**src/design/cpsf_pkg.sv**
```systemverilog
// Package for the column predicate scan filter: widths, codes, item types and
// the reciprocal constants for the 30 percent threshold. No dependencies.
`timescale 1ns / 1ps

package cpsf_pkg;

  localparam int CPSF_ROW_W      = 16;
  localparam int CPSF_VAL_W      = 64;
  localparam int CPSF_CNT_W      = 17;
  localparam int CPSF_IN_DATA_W  = 80;
  localparam int CPSF_IN_USER_W  = 2;
  localparam int CPSF_OUT_DATA_W = 72;
  localparam int CPSF_CFG_IDX_W  = 3;
  localparam int CPSF_FIFO_DEPTH = 2;

  // Count saturation point and number of list slots.
  localparam logic [CPSF_CNT_W-1:0] CPSF_MAX_ROWS  = 17'd65536;
  localparam logic [1:0]            CPSF_LIST_SIZE = 2'd3;

  // threshold = (row_total * 3) / 10, via 3 * floor(2^19 / 10) and one fix-up step.
  localparam int                CPSF_RECIP_SH = 19;
  localparam logic [17:0]       CPSF_RECIP3   = 18'd157284;
  localparam logic [CPSF_CNT_W-1:0] CPSF_NONE = 17'h1FFFF;

  typedef enum logic [3:0] {
    PRED_EQ      = 4'd0,
    PRED_NE      = 4'd1,
    PRED_GT      = 4'd2,
    PRED_LT      = 4'd3,
    PRED_GE      = 4'd4,
    PRED_LE      = 4'd5,
    PRED_BETWEEN = 4'd6,
    PRED_NBETWEEN = 4'd7,
    PRED_IN      = 4'd8,
    PRED_NIN     = 4'd9
  } pred_op_t;

  typedef enum logic [1:0] {
    COMB_PRED = 2'd0,
    COMB_AND  = 2'd1,
    COMB_OR   = 2'd2,
    COMB_MAP  = 2'd3
  } comb_mode_t;

  typedef enum logic [CPSF_CFG_IDX_W-1:0] {
    CFG_PRED_OP   = 3'd0,
    CFG_CMP_A     = 3'd1,
    CFG_CMP_B     = 3'd2,
    CFG_CMP_C     = 3'd3,
    CFG_LIST_CNT  = 3'd4,
    CFG_OFFSET    = 3'd5,
    CFG_COMBINE   = 3'd6,
    CFG_ROW_TOTAL = 3'd7
  } cfg_idx_t;

  // Predicate settings seen by the front end.
  typedef struct packed {
    logic [3:0]            pred_op;
    logic [CPSF_VAL_W-1:0] cmp_a;
    logic [CPSF_VAL_W-1:0] cmp_b;
    logic [CPSF_VAL_W-1:0] cmp_c;
    logic [1:0]            list_count;
    logic [CPSF_VAL_W-1:0] offset;
    logic [1:0]            combine;
  } filt_cfg_t;

  // One classified row as it travels from the front end to the back end.
  typedef struct packed {
    logic                  sel;
    logic [CPSF_ROW_W-1:0] row;
    logic                  last;
  } row_item_t;

endpackage

```
**src/design/cpsf_front.sv**
```systemverilog
// Front end: accepts row beats, adds the offset and evaluates the predicate.
// Depends on cpsf_pkg.
`timescale 1ns / 1ps

module cpsf_front import cpsf_pkg::*; (
  input  logic                      clk,
  input  logic                      rst_n,
  input  filt_cfg_t                 cfg,
  input  logic                      in_valid,
  output logic                      in_ready,
  input  logic [CPSF_ROW_W-1:0]     in_row,
  input  logic [CPSF_VAL_W-1:0]     in_raw,
  input  logic                      in_null,
  input  logic                      in_rowmap,
  input  logic                      in_last,
  output logic                      push_valid,
  output row_item_t                 push_item,
  input  logic                      push_ready
);

  logic                  valid_r, valid_nxt;
  row_item_t             item_r, item_nxt;
  logic [CPSF_VAL_W-1:0] val;
  logic                  eq_a, eq_b, eq_c, lt_va, lt_av, lt_bv;
  logic [1:0]            list_eff;
  logic                  in_list, pred, sel;
  logic                  accept;

  assign val   = in_raw + cfg.offset;
  assign eq_a  = (val == cfg.cmp_a);
  assign eq_b  = (val == cfg.cmp_b);
  assign eq_c  = (val == cfg.cmp_c);
  assign lt_va = ($signed(val) < $signed(cfg.cmp_a));
  assign lt_av = ($signed(cfg.cmp_a) < $signed(val));
  assign lt_bv = ($signed(cfg.cmp_b) < $signed(val));

  assign list_eff = (cfg.list_count > CPSF_LIST_SIZE) ? CPSF_LIST_SIZE : cfg.list_count;
  assign in_list  = ((list_eff >= 2'd1) && eq_a) || ((list_eff >= 2'd2) && eq_b) ||
                    ((list_eff >= 2'd3) && eq_c);

  always_comb begin
    unique case (cfg.pred_op)
      PRED_EQ:       pred = eq_a;
      PRED_NE:       pred = !eq_a;
      PRED_GT:       pred = lt_av;
      PRED_LT:       pred = lt_va;
      PRED_GE:       pred = !lt_va;
      PRED_LE:       pred = !lt_av;
      PRED_BETWEEN:  pred = !lt_va && !lt_bv;
      PRED_NBETWEEN: pred = lt_va || lt_bv;
      PRED_IN:       pred = in_list;
      PRED_NIN:      pred = !in_list;
      default:       pred = 1'b0;
    endcase
  end

  always_comb begin
    unique case (cfg.combine)
      COMB_PRED: sel = pred;
      COMB_AND:  sel = in_rowmap && pred;
      COMB_OR:   sel = in_rowmap || pred;
      COMB_MAP:  sel = in_rowmap;
      default:   sel = 1'b0;
    endcase
  end

  // Hold the stage while the queue is full; refill as soon as it drains.
  assign in_ready = !valid_r || push_ready;
  assign accept   = in_valid && in_ready;

  always_comb begin
    valid_nxt = valid_r;
    item_nxt  = item_r;
    if (accept) begin
      valid_nxt     = 1'b1;
      item_nxt.sel  = sel && !in_null;
      item_nxt.row  = in_row;
      item_nxt.last = in_last;
    end else if (push_ready) begin
      valid_nxt = 1'b0;
    end
  end

  always_ff @(posedge clk) begin
    if (!rst_n) begin
      valid_r <= 1'b0;
    end else begin
      valid_r <= valid_nxt;
    end
    item_r <= item_nxt;
  end

  assign push_valid = valid_r;
  assign push_item  = item_r;

endmodule

```
**src/design/cpsf_fifo.sv**
```systemverilog
// Short queue of classified rows between front and back end.
// Depends on cpsf_pkg.
`timescale 1ns / 1ps

module cpsf_fifo import cpsf_pkg::*; #(
  parameter int DEPTH = CPSF_FIFO_DEPTH
) (
  input  logic      clk,
  input  logic      rst_n,
  input  logic      push_valid,
  input  row_item_t push_item,
  output logic      push_ready,
  output logic      pop_valid,
  output row_item_t pop_item,
  input  logic      pop_ready
);

  localparam int PTR_W = (DEPTH > 1) ? $clog2(DEPTH) : 1;
  localparam int CNT_W = $clog2(DEPTH + 1);

  row_item_t          mem_r [DEPTH];
  logic [PTR_W-1:0]   wr_ptr_r, wr_ptr_nxt, rd_ptr_r, rd_ptr_nxt;
  logic [CNT_W-1:0]   count_r, count_nxt;
  logic               push, pop;

  assign push_ready = (count_r != CNT_W'(DEPTH));
  assign pop_valid  = (count_r != '0);
  assign pop_item   = mem_r[rd_ptr_r];
  assign push       = push_valid && push_ready;
  assign pop        = pop_valid && pop_ready;

  always_comb begin
    wr_ptr_nxt = wr_ptr_r;
    rd_ptr_nxt = rd_ptr_r;
    count_nxt  = count_r;
    if (push) begin
      wr_ptr_nxt = (wr_ptr_r == PTR_W'(DEPTH - 1)) ? '0 : wr_ptr_r + 1'b1;
    end
    if (pop) begin
      rd_ptr_nxt = (rd_ptr_r == PTR_W'(DEPTH - 1)) ? '0 : rd_ptr_r + 1'b1;
    end
    if (push && !pop) begin
      count_nxt = count_r + 1'b1;
    end else if (pop && !push) begin
      count_nxt = count_r - 1'b1;
    end
  end

  always_ff @(posedge clk) begin
    if (!rst_n) begin
      wr_ptr_r <= '0;
      rd_ptr_r <= '0;
      count_r  <= '0;
    end else begin
      wr_ptr_r <= wr_ptr_nxt;
      rd_ptr_r <= rd_ptr_nxt;
      count_r  <= count_nxt;
    end
    if (push) begin
      mem_r[wr_ptr_r] <= push_item;
    end
  end

endmodule

```
**src/design/cpsf_back.sv**
```systemverilog
// Back end: running match count, first and last match, threshold and the
// output register. Depends on cpsf_pkg.
`timescale 1ns / 1ps

module cpsf_back import cpsf_pkg::*; (
  input  logic                      clk,
  input  logic                      rst_n,
  input  logic [CPSF_CNT_W-1:0]     row_total,
  input  logic                      pop_valid,
  input  row_item_t                 pop_item,
  output logic                      pop_ready,
  output logic                      out_valid,
  input  logic                      out_ready,
  output logic                      out_sel,
  output logic [CPSF_ROW_W-1:0]     out_row,
  output logic                      out_last,
  output logic [CPSF_CNT_W-1:0]     out_count,
  output logic [CPSF_CNT_W-1:0]     out_first,
  output logic [CPSF_CNT_W-1:0]     out_lastm,
  output logic                      out_keep
);

  localparam int PROD_W = CPSF_CNT_W + 18;
  localparam int X_W    = CPSF_CNT_W + 2;
  localparam int Q_W    = PROD_W - CPSF_RECIP_SH;

  // Threshold: estimate from the reciprocal product, then correct by one.
  logic [PROD_W-1:0]       prod_r;
  logic [X_W-1:0]          x_r;
  logic [Q_W-1:0]          q0;
  logic [X_W-1:0]          rem;
  logic [Q_W-1:0]          thresh_r, thresh_nxt;

  assign q0         = prod_r[PROD_W-1:CPSF_RECIP_SH];
  assign rem        = x_r - ((X_W'(q0) << 3) + (X_W'(q0) << 1));
  assign thresh_nxt = (rem >= X_W'(10)) ? q0 + 1'b1 : q0;

  always_ff @(posedge clk) begin
    prod_r   <= PROD_W'(row_total) * PROD_W'(CPSF_RECIP3);
    x_r      <= (X_W'(row_total) << 1) + X_W'(row_total);
    thresh_r <= thresh_nxt;
  end

  logic                  valid_r, valid_nxt;
  logic [CPSF_CNT_W-1:0] cnt_r, cnt_nxt, cnt_upd;
  logic                  fv_r, fv_nxt, fv_upd;
  logic [CPSF_ROW_W-1:0] first_r, first_nxt, first_upd;
  logic                  lv_r, lv_nxt, lv_upd;
  logic [CPSF_ROW_W-1:0] lastm_r, lastm_nxt, lastm_upd;
  logic                  pop;

  logic                  sel_r, last_r, keep_r;
  logic [CPSF_ROW_W-1:0] row_r;
  logic [CPSF_CNT_W-1:0] ocnt_r, ofirst_r, olastm_r;

  assign pop_ready = !valid_r || out_ready;
  assign pop       = pop_valid && pop_ready;

  always_comb begin
    cnt_upd   = (pop_item.sel && (cnt_r < CPSF_MAX_ROWS)) ? cnt_r + 1'b1 : cnt_r;
    fv_upd    = fv_r || pop_item.sel;
    first_upd = (pop_item.sel && !fv_r) ? pop_item.row : first_r;
    lv_upd    = lv_r || pop_item.sel;
    lastm_upd = pop_item.sel ? pop_item.row : lastm_r;

    valid_nxt = valid_r;
    cnt_nxt   = cnt_r;
    fv_nxt    = fv_r;
    first_nxt = first_r;
    lv_nxt    = lv_r;
    lastm_nxt = lastm_r;
    if (pop) begin
      valid_nxt = 1'b1;
      // Clear the running totals after the last row of a scan.
      if (pop_item.last) begin
        cnt_nxt = '0;
        fv_nxt  = 1'b0;
        lv_nxt  = 1'b0;
      end else begin
        cnt_nxt   = cnt_upd;
        fv_nxt    = fv_upd;
        first_nxt = first_upd;
        lv_nxt    = lv_upd;
        lastm_nxt = lastm_upd;
      end
    end else if (out_ready) begin
      valid_nxt = 1'b0;
    end
  end

  always_ff @(posedge clk) begin
    if (!rst_n) begin
      valid_r <= 1'b0;
      cnt_r   <= '0;
      fv_r    <= 1'b0;
      lv_r    <= 1'b0;
    end else begin
      valid_r <= valid_nxt;
      cnt_r   <= cnt_nxt;
      fv_r    <= fv_nxt;
      lv_r    <= lv_nxt;
    end
    first_r <= first_nxt;
    lastm_r <= lastm_nxt;
    if (pop) begin
      sel_r    <= pop_item.sel;
      row_r    <= pop_item.row;
      last_r   <= pop_item.last;
      ocnt_r   <= cnt_upd;
      ofirst_r <= fv_upd ? {1'b0, first_upd} : CPSF_NONE;
      olastm_r <= lv_upd ? {1'b0, lastm_upd} : CPSF_NONE;
      keep_r   <= (cnt_upd >= CPSF_CNT_W'(thresh_r));
    end
  end

  assign out_valid = valid_r;
  assign out_sel   = sel_r;
  assign out_row   = row_r;
  assign out_last  = last_r;
  assign out_count = ocnt_r;
  assign out_first = ofirst_r;
  assign out_lastm = olastm_r;
  assign out_keep  = keep_r;

endmodule

```
**src/design/column_predicate_scan_filter_core.sv**
```systemverilog
// Top level of the column predicate scan filter: configuration registers and
// the front end / queue / back end chain. Depends on cpsf_pkg, cpsf_front/fifo/back.
//
//   channel | direction | handshake            | payload
//   in_     | input     | in_tvalid/in_tready  | tdata row+value, tuser flags, tlast
//   out_    | output    | out_tvalid/out_tready| tdata result+summary, tlast
//   cfg_    | input     | cfg_we               | cfg_index, cfg_wdata
//
// One row beat per cycle sustained while out_tready stays high; a row's result
// reaches out_ through the front register, the queue entry and the output register.
// The keep_full threshold is registered and follows row_total through prod_r.
// Reset (rst_n low at a clock edge) clears valids, queue pointers and totals;
// configuration registers return to their reset values.
// A stalled out_ fills the queue, then the front register; in_tready drops only then.
`timescale 1ns / 1ps

module column_predicate_scan_filter_core import cpsf_pkg::*; #(
  parameter int FIFO_DEPTH = CPSF_FIFO_DEPTH
) (
  input  logic                        clk,
  input  logic                        rst_n,
  input  logic                        in_tvalid,
  output logic                        in_tready,
  input  logic [CPSF_IN_DATA_W-1:0]   in_tdata,   // row_index, raw_value
  input  logic [CPSF_IN_USER_W-1:0]   in_tuser,   // is_null, rowmap_bit
  input  logic                        in_tlast,   // last_row_flag
  output logic                        out_tvalid,
  input  logic                        out_tready,
  output logic [CPSF_OUT_DATA_W-1:0]  out_tdata,  // row_selected, row_number,
                                                  // match_total, first_match_res,
                                                  // last_match, keep_full, zero pad
  output logic                        out_tlast,  // summary_valid
  input  logic                        cfg_we,
  input  logic [CPSF_CFG_IDX_W-1:0]   cfg_index,
  input  logic [CPSF_VAL_W-1:0]       cfg_wdata
);

  // Configuration registers.
  logic [3:0]            pred_op_r;
  logic [CPSF_VAL_W-1:0] cmp_a_r, cmp_b_r, cmp_c_r, offset_r;
  logic [1:0]            list_cnt_r, combine_r;
  logic [CPSF_CNT_W-1:0] row_total_r;

  always_ff @(posedge clk) begin
    if (!rst_n) begin
      pred_op_r   <= PRED_EQ;
      cmp_a_r     <= '0;
      cmp_b_r     <= '0;
      cmp_c_r     <= '0;
      list_cnt_r  <= 2'd1;
      offset_r    <= '0;
      combine_r   <= COMB_PRED;
      row_total_r <= CPSF_MAX_ROWS;
    end else if (cfg_we) begin
      unique case (cfg_index)
        CFG_PRED_OP:   pred_op_r   <= cfg_wdata[3:0];
        CFG_CMP_A:     cmp_a_r     <= cfg_wdata;
        CFG_CMP_B:     cmp_b_r     <= cfg_wdata;
        CFG_CMP_C:     cmp_c_r     <= cfg_wdata;
        CFG_LIST_CNT:  list_cnt_r  <= cfg_wdata[1:0];
        CFG_OFFSET:    offset_r    <= cfg_wdata;
        CFG_COMBINE:   combine_r   <= cfg_wdata[1:0];
        CFG_ROW_TOTAL: row_total_r <= cfg_wdata[CPSF_CNT_W-1:0];
        default:       pred_op_r   <= pred_op_r;
      endcase
    end
  end

  filt_cfg_t cfg;
  always_comb begin
    cfg.pred_op    = pred_op_r;
    cfg.cmp_a      = cmp_a_r;
    cfg.cmp_b      = cmp_b_r;
    cfg.cmp_c      = cmp_c_r;
    cfg.list_count = list_cnt_r;
    cfg.offset     = offset_r;
    cfg.combine    = combine_r;
  end

  logic      push_valid, push_ready, pop_valid, pop_ready;
  row_item_t push_item, pop_item;

  // Classify each row beat.
  cpsf_front u_front (
    .clk        (clk),
    .rst_n      (rst_n),
    .cfg        (cfg),
    .in_valid   (in_tvalid),
    .in_ready   (in_tready),
    .in_row     (in_tdata[CPSF_ROW_W-1:0]),
    .in_raw     (in_tdata[CPSF_ROW_W +: CPSF_VAL_W]),
    .in_null    (in_tuser[0]),
    .in_rowmap  (in_tuser[1]),
    .in_last    (in_tlast),
    .push_valid (push_valid),
    .push_item  (push_item),
    .push_ready (push_ready)
  );

  // Decouple the two halves so each stalls on its own.
  cpsf_fifo #(.DEPTH(FIFO_DEPTH)) u_fifo (
    .clk        (clk),
    .rst_n      (rst_n),
    .push_valid (push_valid),
    .push_item  (push_item),
    .push_ready (push_ready),
    .pop_valid  (pop_valid),
    .pop_item   (pop_item),
    .pop_ready  (pop_ready)
  );

  logic                  o_sel, o_keep;
  logic [CPSF_ROW_W-1:0] o_row;
  logic [CPSF_CNT_W-1:0] o_count, o_first, o_lastm;

  // Advance the running totals and hold the result beat.
  cpsf_back u_back (
    .clk       (clk),
    .rst_n     (rst_n),
    .row_total (row_total_r),
    .pop_valid (pop_valid),
    .pop_item  (pop_item),
    .pop_ready (pop_ready),
    .out_valid (out_tvalid),
    .out_ready (out_tready),
    .out_sel   (o_sel),
    .out_row   (o_row),
    .out_last  (out_tlast),
    .out_count (o_count),
    .out_first (o_first),
    .out_lastm (o_lastm),
    .out_keep  (o_keep)
  );

  assign out_tdata = {3'b000, o_keep, o_lastm, o_first, o_count, o_row, o_sel};

endmodule

```
**config.mk**
```make
export PLATFORM = sky130hd
export DESIGN_NAME = column_predicate_scan_filter_core
export DESIGN_NICKNAME = d
export VERILOG_FILES = /design/src/design/cpsf_pkg.sv /design/src/design/cpsf_front.sv /design/src/design/cpsf_fifo.sv /design/src/design/cpsf_back.sv /design/src/design/column_predicate_scan_filter_core.sv
export SDC_FILE = /design/constraint.sdc
export NUM_CORES = 2
export LEC_CHECK = 0
export BUFFER_PORTS_ARGS = -buffer_cell sky130_fd_sc_hd__buf_2
export CAP_MARGIN = 15
export CORE_MARGIN = 10
export CORE_UTILIZATION = 62
export DETAILED_ROUTE_END_ITERATION = 6
export GPL_TIMING_DRIVEN = 0
export PLACE_DENSITY = 0.86
export SLEW_MARGIN = 30
export SYNTH_ARGS = -nofsm -noshare
export SYNTH_HDL_FRONTEND = slang
export SYNTH_HIERARCHICAL = 1
export SYNTH_SLANG_ARGS = --single-unit
```
**constraint.sdc**
```tcl
create_clock -name clk -period 7.6 [get_ports clk]
set_input_delay 0 -clock clk [delete_from_list [all_inputs] [get_ports clk]]
set_output_delay 0 -clock clk [all_outputs]
set_load 0.005 [all_outputs]
```
==> results_dict.tcl <==
set metrics [dict create \
    status "completed" \
    initial_core_util_pct 62.7 \
    cts-root-buf "clkbuf_16" \
    maxSlewHeadroom_pct 35.7 \
    tns_ps 0 \
    end_kind "flip-flop" \
    wirelength_microns 103000 \
    die_w_microns 254 \
    r2r-start "offset_r[0]" \
    ys_warn_count 6 \
    die_h_microns 254 \
    clk_pin_slew_worst_paths_ps 70 \
    p_per_area_mw_per_mm2 217 \
    io_pins 230 \
    hold_viol_final 0 \
    drv_slew 0 \
    clkSinkCount 514 \
    netlist_instances 3472 \
    ant_nets 0 \
    setup_viol 0 \
    core_area_sq_mm 0.0540 \
    nets 4441 \
    vias 28474 \
    ir_worst_vdd_uv 241 \
    rrSetupSlack_ps 140 \
    r2r-end "u_front/push_item[17]" \
    worstPathMaxFanout 6 \
    grtUsageTotal_pct 31.2 \
    p_total_mw 8.42 \
    ctsLongestPathBuffers 3 \
    pre_cts_ws_ps 78.0 \
    critPathArrivalTime_ps 7810 \
    crit_path_max_incr_delay_ps 600 \
    crit_buf_inv 1 \
    layout_commonest_cell "nand2_1" \
    crit_family "compound AO/OA/AOI/OAI gates" \
    gp_congestion 1.01 \
    port_buffers 226 \
    cts_tree "done" \
    grt_max_degree 53 \
    syn_area_sq_mm 0.0339 \
    gr-total-overflow 0 \
    rsz0062_at_grt "no" \
    synthFlopType "dfxtp_1" \
    grt_pass1_vias 27856 \
    h-tree-depth 2 \
    layout_setup_ws_ps 144 \
    period_share_pct 98.1 \
    crit_type "reg2reg" \
    skew_ps 24.0 \
    mostFrequentLayoutCells "nand2_1 (487), dfxtp_1 (358), ha_1 (341), mux2i_1 (287), buf_2 (246)" \
    critPathSlowestCell "o211ai_1" \
    max_freq_mhz 134 \
    clk-insertion-delay-late_ps 630 \
    cts_buffers 54 \
    p_leak_nw 18.0 \
    crit_start "offset_r[0]" \
    required_ps 7950 \
    die_area_sq_mm 0.0644 \
    fillers 3893 \
    async_flop_share_pct 0 \
    drc 0 \
    yosysSeqAreaShare_pct 35.0 \
    areaGrowthSynthToFinish_pct 14.4 \
    startpoint_type "flip-flop" \
    syn_avg_cell_area_sq_um 9.76 \
    cp_cell_sequence "ha_1 -> inv_1 -> fa_1 -> nor2b_1 -> o211ai_2 -> a211oi_1 -> nor2_1 -> o211ai_1 -> xnor2_1 -> ha_1 -> nand4_1 -> nor3_1 -> nand4_1 -> nor2_1 -> nand3_1 -> a311oi_1 -> nor2_1 -> a211oi_1 -> o21bai_1 -> o2111ai_1 -> o21a_1 -> o221ai_1 -> a311oi_2" \
    drt_iter0_drc 2736 \
    maxCapViolations 0 \
    firstDrtPassIters 6 \
    synth-edff-count 156 \
    wl_per_cell_microns 22.4 \
    via_per_inst 6.20 \
    min_path_type "in2reg" \
    reg2reg_depth 23 \
    synth_cell_types 98 \
    cpMostUsedCell "nor2_1" \
    drive_above_1_share_pct 12.2 \
    antenna_found_initial 5 \
    rows 85 \
    critical_path.endpoint "u_front/push_item[17]" \
    worst_slew_pin_slew_ps 938 \
    synth_seq_cells 514 \
    min_period_ps 7460 \
    place_hpwl_microns 77500 \
    path_depth 23 \
    grt_pass1_wl_microns 158000 \
]
## cells by family (layout without fill, tap and decap cells)
family / after synthesis / count (layout) / share of synthesized area [%]
flops: 514 / 514 / 35.0
simple gates: 1046 / 1046 / 14.8
xor+xnor: 186 / 186 / 5.36
other cells: 1 / 5 / 0.0111
compound gates: 593 / 593 / 11.6
mux: 342 / 342 / 10.3
fa+ha+maj: 438 / 438 / 18.3
buf+inv: 352 / 769 / 4.67
## cell usage after synthesis, types with 19 or more instances
| cell | count | area (sq um) |
|---|---|---|
| a211oi_1 | 27 | 203 |
| a21o_1 | 63 | 473 |
| a21oi_1 | 161 | 806 |
| a31oi_1 | 28 | 175 |
| and2_1 | 24 | 150 |
| buf_2 | 20 | 100 |
| buf_4 | 23 | 173 |
| clkbuf_1 | 78 | 293 |
| dfxtp_1 | 358 | 7170 |
| edfxtp_1 | 156 | 4680 |
| fa_1 | 95 | 1900 |
| ha_1 | 341 | 4270 |
| inv_1 | 213 | 800 |
| mux2_2 | 53 | 597 |
| mux2i_1 | 287 | 2870 |
| nand2_1 | 487 | 1830 |
| nand2b_1 | 50 | 313 |
| nand3_1 | 54 | 270 |
| nand4_1 | 91 | 569 |
| nor2_1 | 129 | 484 |
| nor2b_1 | 42 | 263 |
| nor3_1 | 52 | 260 |
| nor4_1 | 19 | 119 |
| o211ai_1 | 24 | 180 |
| o21a_1 | 29 | 218 |
| o21ai_0 | 99 | 495 |
| xnor2_1 | 115 | 1010 |
| xor2_1 | 58 | 508 |
## worst min path at each step
stage	cells past startpoint	slack [ps]	start	end
finish	2	80	in_tlast	u_front/push_item[0]
global route	2	80	in_tlast	u_front/push_item[0]
CTS	2	60	in_tdata[0]	u_front/push_item[1]
detailed placement	1	180	in_tdata[12]	u_front/push_item[13]
global placement	1	180	in_tdata[12]	u_front/push_item[13]
floorplan	0	100	in_tlast	u_front/push_item[0]
## repair_timing
item                                   in CTS  in global routing
hold buffers                               92                  0
resized for setup                           0                  1
endpoints found under the hold margin     314                  0
setup endpoints to repair                   0                  1
buffers inserted                            0                  0
## report_power, final
part	internal, mW	switching [mW]
clock network	1.63	1.17
logic	0.906	1.35
registers	3.24	0.134
total	5.77	2.65
## per-layer routing
metal  vias up  share of wire, %  global-route usage, %
li1      13142                 -                      -
met5         -             0.045                      0
met4         6               4.4                   13.8
met3       261               8.8                   5.22
met1     13680                41                   41.1
met2      1385                45                   49.7
## final cells by class
cell class / count / area, sq um / share of cell area [%]
timing repair buffer: 320 / 2100 / 5.41
multi-input combinational: 2608 / 20500 / 52.8
clock inverter: 21 / 293 / 0.755
sequential: 514 / 11900 / 30.6
antenna: 2 / 5.00 / 0.0129
inverter: 213 / 802 / 2.07
clock buffer: 76 / 1590 / 4.09
buffer: 139 / 785 / 2.02
tap: 696 / 871 / 2.25
## state kept, by name (all words and copies together) (netlist names), 17 cells and up, named ones only
register / cells
cmp_c_r: 64
row_total_r: 17
u_front/push_item: 18
u_fifo/mem_r: 36
u_back/out_count: 17
u_back/out_first: 17
u_back/cnt_r: 17
cmp_a_r: 64
cmp_b_r: 64
offset_r: 64
u_back/x_r: 19
u_back/out_lastm: 17
## stage by stage
stage / hold slack, ps / instances / util, % / cell area, sq um
final: 81.5 / 4589 / 71.8 / 38800
after global placement: 179 / 4396 / 66.5 / 35900
after CTS: 62.2 / 4587 / 71.7 / 38800
after detailed placement: 179 / 4398 / 66.6 / 36000
after global routing: 78.3 / 4588 / 71.8 / 38800
after floorplan: 98.9 / 3474 / - / 33900
Power figures use the tool's default switching activity.
